--- src/rtl/snap_pkg.sv ---
`timescale 1ns / 1ps
`default_nettype none
// ----------------------------------------------------------------------------
// Snapshot checker package
// Shared types, result codes and format constants for the snapshot checker.
// ----------------------------------------------------------------------------
package snap_pkg;

  localparam int unsigned SNAP_FIFO_DEPTH = 4;

  // result kinds
  localparam logic [1:0] KIND_KEY    = 2'd0;
  localparam logic [1:0] KIND_VALUE  = 2'd1;
  localparam logic [1:0] KIND_RECORD = 2'd2;
  localparam logic [1:0] KIND_STATUS = 2'd3;

  // final status codes
  localparam logic [2:0] ST_OK           = 3'd0;
  localparam logic [2:0] ST_TOO_SMALL    = 3'd1;
  localparam logic [2:0] ST_CRC_MISMATCH = 3'd2;
  localparam logic [2:0] ST_BAD_MAGIC    = 3'd3;
  localparam logic [2:0] ST_BAD_VERSION  = 3'd4;

  // image format
  localparam logic [31:0] CRC_POLY   = 32'hEDB88320;
  localparam logic [31:0] CRC_INIT   = 32'hFFFFFFFF;
  localparam logic [4:0]  HDR_LEN    = 5'd22;
  localparam logic [4:0]  VER_LO_POS = 5'd4;
  localparam logic [4:0]  VER_HI_POS = 5'd5;
  localparam logic [4:0]  CNT_POS    = 5'd14;
  localparam logic [2:0]  TAIL_LEN   = 3'd4;
  localparam logic [3:0][7:0] MAGIC  = {8'h53, 8'h53, 8'h56, 8'h4B}; // "KVSS"

  typedef enum logic [2:0] {
    PH_HEADER,
    PH_KLEN,
    PH_KDATA,
    PH_VLEN,
    PH_VDATA,
    PH_DONE
  } snap_phase_t;

  typedef struct packed {
    logic [7:0] image_byte;
    logic       image_end;
  } snap_in_t;

  typedef struct packed {
    logic [1:0]  item_kind;
    logic [7:0]  payload_byte;
    logic        field_end;
    logic [2:0]  check_status;
    logic [63:0] records_done;
    logic        final_item;
  } snap_out_t;

  // everything one input byte produces, handed from front to back
  typedef struct packed {
    logic        has_data;
    logic        data_is_value;
    logic [7:0]  data_byte;
    logic        data_end;
    logic        has_rec;
    logic        has_status;
    logic [2:0]  status;
    logic [63:0] recs;
  } snap_bundle_t;

endpackage
`default_nettype wire

--- src/rtl/snap_front.sv ---
`timescale 1ns / 1ps
`default_nettype none
// ----------------------------------------------------------------------------
// Snapshot checker front end
// Tail delay, CRC-32 and header/record parser; one input byte per cycle while in_accept is high.
// ----------------------------------------------------------------------------
module snap_front import snap_pkg::*; (
  input  wire logic         clk,
  input  wire logic         rst_n,
  input  wire logic         in_accept,
  input  wire snap_in_t     in_item,
  input  wire logic [15:0]  exp_version,
  output logic              bundle_valid,
  output snap_bundle_t      bundle
);

  function automatic logic [31:0] crc_byte(input logic [31:0] c_in, input logic [7:0] b);
    logic [31:0] c;
    c = c_in ^ {24'h0, b};
    for (int k = 0; k < 8; k++) begin
      c = (c >> 1) ^ (CRC_POLY & {32{c[0]}});
    end
    return c;
  endfunction

  logic [31:0]      crc_r, crc_upd, crc_nxt;
  logic [3:0][7:0]  tail_r, tail_upd, tail_nxt;
  logic [2:0]       fill_r, fill_upd, fill_nxt;
  logic [4:0]       hpos_r, hpos_upd, hpos_nxt;
  snap_phase_t      phase_r, phase_upd, phase_nxt;
  logic [1:0]       lidx_r, lidx_upd, lidx_nxt;
  logic [31:0]      frem_r, frem_upd, frem_nxt;
  logic [63:0]      target_r, target_upd, target_nxt;
  logic [63:0]      seen_r, seen_upd, seen_nxt;
  logic [1:0]       flags_r, flags_upd, flags_nxt;
  logic [7:0]       verlo_r, verlo_upd, verlo_nxt;

  logic        rel;
  logic [7:0]  rel_byte;
  logic        last;
  logic        field_last;
  logic        len_done;
  logic [31:0] frem_len;
  logic [63:0] seen_inc;
  logic        seen_hit;
  logic [2:0]  lane;
  logic        data_emit;
  logic        rec_finish;
  logic [2:0]  status;

  assign rel        = (fill_r == TAIL_LEN);
  assign rel_byte   = tail_r[0];
  assign last       = in_item.image_end;
  assign field_last = (frem_r == 32'd1);
  assign len_done   = (lidx_r == 2'd3);
  assign frem_len   = frem_r | ({24'h0, rel_byte} << {lidx_r, 3'b000});
  assign seen_inc   = seen_r + 64'd1;
  assign seen_hit   = (seen_inc == target_r);
  assign lane       = 3'(hpos_r - CNT_POS);
  assign data_emit  = rel && (phase_r == PH_KDATA || phase_r == PH_VDATA);
  assign rec_finish = rel && ((phase_r == PH_VLEN && len_done && frem_len == 32'd0) ||
                              (phase_r == PH_VDATA && field_last));

  // next state: apply one byte, then clear everything on the final byte
  always_comb begin
    crc_upd    = crc_r;
    tail_upd   = tail_r;
    fill_upd   = fill_r;
    hpos_upd   = hpos_r;
    phase_upd  = phase_r;
    lidx_upd   = lidx_r;
    frem_upd   = frem_r;
    target_upd = target_r;
    seen_upd   = seen_r;
    flags_upd  = flags_r;
    verlo_upd  = verlo_r;
    if (rel) begin
      crc_upd     = crc_byte(crc_r, rel_byte);
      tail_upd[0] = tail_r[1];
      tail_upd[1] = tail_r[2];
      tail_upd[2] = tail_r[3];
      tail_upd[3] = in_item.image_byte;
      case (phase_r)
        PH_HEADER: begin
          if (hpos_r < VER_LO_POS) begin
            if (rel_byte != MAGIC[hpos_r[1:0]]) flags_upd[0] = 1'b1;
          end else if (hpos_r == VER_LO_POS) begin
            verlo_upd = rel_byte;
          end else if (hpos_r == VER_HI_POS) begin
            if ({rel_byte, verlo_r} != exp_version) flags_upd[1] = 1'b1;
          end else if (hpos_r >= CNT_POS) begin
            target_upd[{lane, 3'b000} +: 8] = target_r[{lane, 3'b000} +: 8] | rel_byte;
          end
          hpos_upd = hpos_r + 5'd1;
          if (hpos_upd == HDR_LEN) begin
            phase_upd = (target_upd == 64'd0) ? PH_DONE : PH_KLEN;
          end
        end
        PH_KLEN, PH_VLEN: begin
          frem_upd = frem_len;
          lidx_upd = lidx_r + 2'd1;
          if (len_done) begin
            if (phase_r == PH_KLEN) begin
              phase_upd = (frem_len == 32'd0) ? PH_VLEN : PH_KDATA;
            end else if (frem_len == 32'd0) begin
              seen_upd  = seen_inc;
              phase_upd = seen_hit ? PH_DONE : PH_KLEN;
            end else begin
              phase_upd = PH_VDATA;
            end
          end
        end
        PH_KDATA: begin
          frem_upd = frem_r - 32'd1;
          if (field_last) phase_upd = PH_VLEN;
        end
        PH_VDATA: begin
          frem_upd = frem_r - 32'd1;
          if (field_last) begin
            seen_upd  = seen_inc;
            phase_upd = seen_hit ? PH_DONE : PH_KLEN;
          end
        end
        default: begin
        end
      endcase
    end else begin
      tail_upd[fill_r[1:0]] = in_item.image_byte;
      fill_upd = fill_r + 3'd1;
    end

    crc_nxt    = crc_upd;
    tail_nxt   = tail_upd;
    fill_nxt   = fill_upd;
    hpos_nxt   = hpos_upd;
    phase_nxt  = phase_upd;
    lidx_nxt   = lidx_upd;
    frem_nxt   = frem_upd;
    target_nxt = target_upd;
    seen_nxt   = seen_upd;
    flags_nxt  = flags_upd;
    verlo_nxt  = verlo_upd;
    if (last) begin
      crc_nxt    = CRC_INIT;
      tail_nxt   = '0;
      fill_nxt   = '0;
      hpos_nxt   = '0;
      phase_nxt  = PH_HEADER;
      lidx_nxt   = '0;
      frem_nxt   = '0;
      target_nxt = '0;
      seen_nxt   = '0;
      flags_nxt  = '0;
      verlo_nxt  = '0;
    end
  end

  // outputs: what this byte hands to the back end
  always_comb begin
    if (fill_upd != TAIL_LEN || hpos_upd != HDR_LEN) begin
      status = ST_TOO_SMALL;
    end else if (tail_upd != ~crc_upd) begin
      status = ST_CRC_MISMATCH;
    end else if (flags_upd[0]) begin
      status = ST_BAD_MAGIC;
    end else if (flags_upd[1]) begin
      status = ST_BAD_VERSION;
    end else begin
      status = ST_OK;
    end
    bundle               = '0;
    bundle.has_data      = data_emit;
    bundle.data_is_value = (phase_r == PH_VDATA);
    bundle.data_byte     = rel_byte;
    bundle.data_end      = field_last;
    bundle.has_rec       = rec_finish;
    bundle.has_status    = last;
    bundle.status        = status;
    bundle.recs          = (status == ST_OK) ? seen_upd : 64'd0;
    bundle_valid         = in_accept && (data_emit || rec_finish || last);
  end

  always_ff @(posedge clk) begin
    if (!rst_n) begin
      crc_r    <= CRC_INIT;
      tail_r   <= '0;
      fill_r   <= '0;
      hpos_r   <= '0;
      phase_r  <= PH_HEADER;
      lidx_r   <= '0;
      frem_r   <= '0;
      target_r <= '0;
      seen_r   <= '0;
      flags_r  <= '0;
      verlo_r  <= '0;
    end else if (in_accept) begin
      crc_r    <= crc_nxt;
      tail_r   <= tail_nxt;
      fill_r   <= fill_nxt;
      hpos_r   <= hpos_nxt;
      phase_r  <= phase_nxt;
      lidx_r   <= lidx_nxt;
      frem_r   <= frem_nxt;
      target_r <= target_nxt;
      seen_r   <= seen_nxt;
      flags_r  <= flags_nxt;
      verlo_r  <= verlo_nxt;
    end
  end

endmodule
`default_nettype wire

--- config.mk ---
export PLATFORM = sky130hd
export DESIGN_NAME = snap_front
export DESIGN_NICKNAME = d
export VERILOG_FILES = /design/src/rtl/snap_pkg.sv /design/src/rtl/snap_front.sv
export SDC_FILE = /design/constraint.sdc
export NUM_CORES = 1
export LEC_CHECK = 0
export BUFFER_PORTS_ARGS = -buffer_cell sky130_fd_sc_hd__buf_4
export CORE_UTILIZATION = 40
export CTS_CLUSTER_SIZE = 10
export DETAILED_ROUTE_END_ITERATION = 16
export PLACE_DENSITY = 0.65
export SETUP_SLACK_MARGIN = 0.05
export SLEW_MARGIN = 40
export SYNTH_ARGS = -nofsm -noshare
export SYNTH_HDL_FRONTEND = slang
export SYNTH_SLANG_ARGS = --single-unit
export TNS_END_PERCENT = 50
--- constraint.sdc ---
create_clock -name clk -period 3.8 [get_ports clk]
set_input_delay 0.76 -clock clk [delete_from_list [all_inputs] [get_ports clk]]
set_output_delay 0.76 -clock clk [all_outputs]
set_load 0.01 [all_outputs]
==> impl_metrics.toml <==
[timing]
tightest_slew_ps = 810
relSlewSlack_pct = 45.8
finalSetupViolCount = 68
final_hold_viol_count = 0
max_freq_mhz = 209
setup_tns_ps = -60240
fin_ws_ps = -988
timing.hold.ws_ps = 475
drv_slew = 0
fin_worst_skew_ps = 20.9
finalCriticalPeriod_ps = 4790
rsz0062_at_grt = "yes"
period_share_pct = 126

[final_layout]
final_util_pct = 54.2
final_cell_mix = "buf_4, dfxtp_1, nand2_1"
nNetsFinal = 2822
n_antenna_cell = 0
seq_area_um2 = 4960
multi_input_area_um2 = 14500
layout_commonest_cell = "buf_4"
final_cells = 3410
n_fill_cell = 4420
design_area_um2 = 25900
areaGrowthSynthToFinish_pct = 33.9
drive_gt1_share_pct = 27.5

[worst_hold_path]
hp-start = "verlo_r[4]"
min_to = "verlo_r[4]"
hold_depth = 2
hold_class = "reg -> reg"

[critical_path]
crit_arrival_ps = 4030
r2r.worst_path.cells = 12
r2r_slack_ps = 190
critPathMaxFanout = 8
rr_endpoint = "seen_r[57]"
critPathRequiredTime_ps = 3040
crit_path_start_kind = "flip-flop"
cp-end-kind = "primary output"
critPathSlowestCell = "xnor3_2"
crit_chain = "buf_6 -> xnor2_4 -> buf_12 -> xnor3_2 -> xor2_2 -> mux2i_1 -> xnor2_1 -> nand4_1 -> nor4_4 -> nand4_1 -> buf_6 -> buf_12 -> clkbuf_16 -> nor4_2 -> buf_4"
max_stage_delay_ps = 470
critPathKind = "reg -> out"
r2r_start = "frem_r[20]"

[global_route]
grt_util_all_layers_pct = 32.1
grt_max_degree = 103
grt_pass1_vias = 19700
grt-ovfl-total = 0
grt_pass1_wl_mm = 123
antenna_found_initial = 0

[pwr]
power.leakage_nw = 9.30
peakVddDrop_v = 0.000241
fin_total_pwr_mw = 6.81
p_per_area_nw_per_um2 = 263

[placement]
dpl_cell_area_um2 = 23500
dp_cells = 3317
portBuffers = 108
gp_congestion = 1.01
hpwl_mm = 59.1
place_ws_ps = -729

[floorplanning]
die_area_um2 = 49200
die_y_um = 222
core-area_um2 = 47700
std_cell_rows = 80
start_util_pct = 40.5
fp.dieW_um = 222
ios = 109

[synth]
ys_seq_elements = 247
synth.cell_area_um2 = 19300
ys_seq_area_share_pct = 25.6
avgSynthCellArea_um2 = 7.87
synth_flop_cell = "dfxtp_1"
synth.distinct_cells = 90
yosys_warnings = 0
synthesis.nets = 2502
synth-edff-count = 0
async_flop_share_pct = 0
synth_cells = 2456

[routing]
wl_mm = 83.4
antenna_left = 0
num_vias = 21300
avgRoutedWirePerCell_um = 24.5
first_iter_violations = 2547
firstDrtPassIters = 7
drc = 0
vias_per_cell = 6.24

[run_status]
violations = "negative setup slack"
status = "finished with violations"

[job]
max_cap_violations = 0

[cts]
cts_made_buffers = 34
clk-insertion-delay-late_ps = 550
h-tree-depth = 2
cts_tree = "yes"
path_clk_slew_ps = 50
clock_sinks = 247
ctsHoldBuffers = 0
clockBufferDepth = 3
ctsRootBufferMaster = "clkbuf_16"
## cells in the mapped netlist (32+ instances only)
cell type | number | area, µm²
nor2_1 | 153 | 574
o22ai_1 | 32 | 200
xor2_1 | 83 | 727
xnor2_1 | 172 | 1510
nand3_1 | 65 | 325
nor3_1 | 88 | 440
a21boi_0 | 41 | 308
dfxtp_1 | 247 | 4940
a22oi_1 | 83 | 623
nor4_1 | 135 | 845
a21oi_1 | 127 | 636
mux2i_1 | 58 | 581
o21ai_0 | 102 | 510
nand2_1 | 179 | 672
nand4_1 | 70 | 438
nor2b_1 | 130 | 813
clkbuf_1 | 172 | 646
## what timing repair did
action	4_1_cts	5_1_grt
cloned	1	7
gates resized for setup	41	108
endpoints found under the setup margin	68	70
setup buffers	7	25
pin swaps	9	44
## metal layers
metal	vias up	GRT usage, %	wire (µm)	part of all wire [%]
met2	1111	48.5	36100	43
met1	10400	46.3	36600	44
met5	-	0	0	0
met4	0	10.1	2640	3.2
li1	9617	-	-	-
met3	155	5.49	8090	9.7
## how the worst max path moves through the flow
| stage | startpoint | end | cells past startpoint |
|---|---|---|---|
| 2_1_floorplan | rel_byte[1] | bundle[10] | 11 |
| 3_3_place_gp | rel_byte[4] | bundle[42] | 13 |
| 3_5_place_dp | rel_byte[4] | bundle[41] | 13 |
| 4_1_cts | crc_r[0] | bundle[18] | 14 |
| 5_1_grt | rel_byte[1] | bundle[57] | 15 |
| 6_report | rel_byte[1] | bundle[38] | 15 |
## worst max-delay path, delay by kind of cell (launching register included)
| kind | cells | cell delay (ps) |
|---|---|---|
| AND/OR/NAND/NOR | 4 | 1030 |
| multiplexers | 1 | 180 |
| buffers and inverters | 6 | 950 |
| XOR/XNOR | 4 | 980 |
| flip-flops | 1 | 330 |
## kinds of logic after synthesis
group / share of synthesized area (%)
simple gates: 28.6
compound gates: 19.4
mux: 4.63
xor+xnor: 14.7
flops: 25.6
buf+inv: 5.89
fa+ha+maj: 1.17
## layout make-up
cell class                 count  share of cell area [%]
tap                          615                    2.97
inverter                      27                   0.392
multi-input combinational   1943                    56.1
timing repair buffer         523                    17.1
sequential                   247                    19.2
clock buffer                  48                    3.84
clock inverter                 7                   0.450
## registers in the layout, indices dropped and copies added (netlist names)
| name | count |
|---|---|
| seen_r | 64 |
| target_r | 64 |
| crc_r | 32 |
| frem_r | 32 |
| tail_r | 24 |
| rel_byte | 8 |
| verlo_r | 8 |
| hpos_r | 5 |
| fill_r | 3 |
| phase_r | 3 |
| flags_r | 2 |
| lidx_r | 2 |
## power breakdown
group,switching [mW],internal (mW),total (mW)
logic,0.507,0.414,0.922
clock network,1.26,2.01,3.28
registers,0.0111,2.60,2.61
Power figures use the tool's default switching activity.
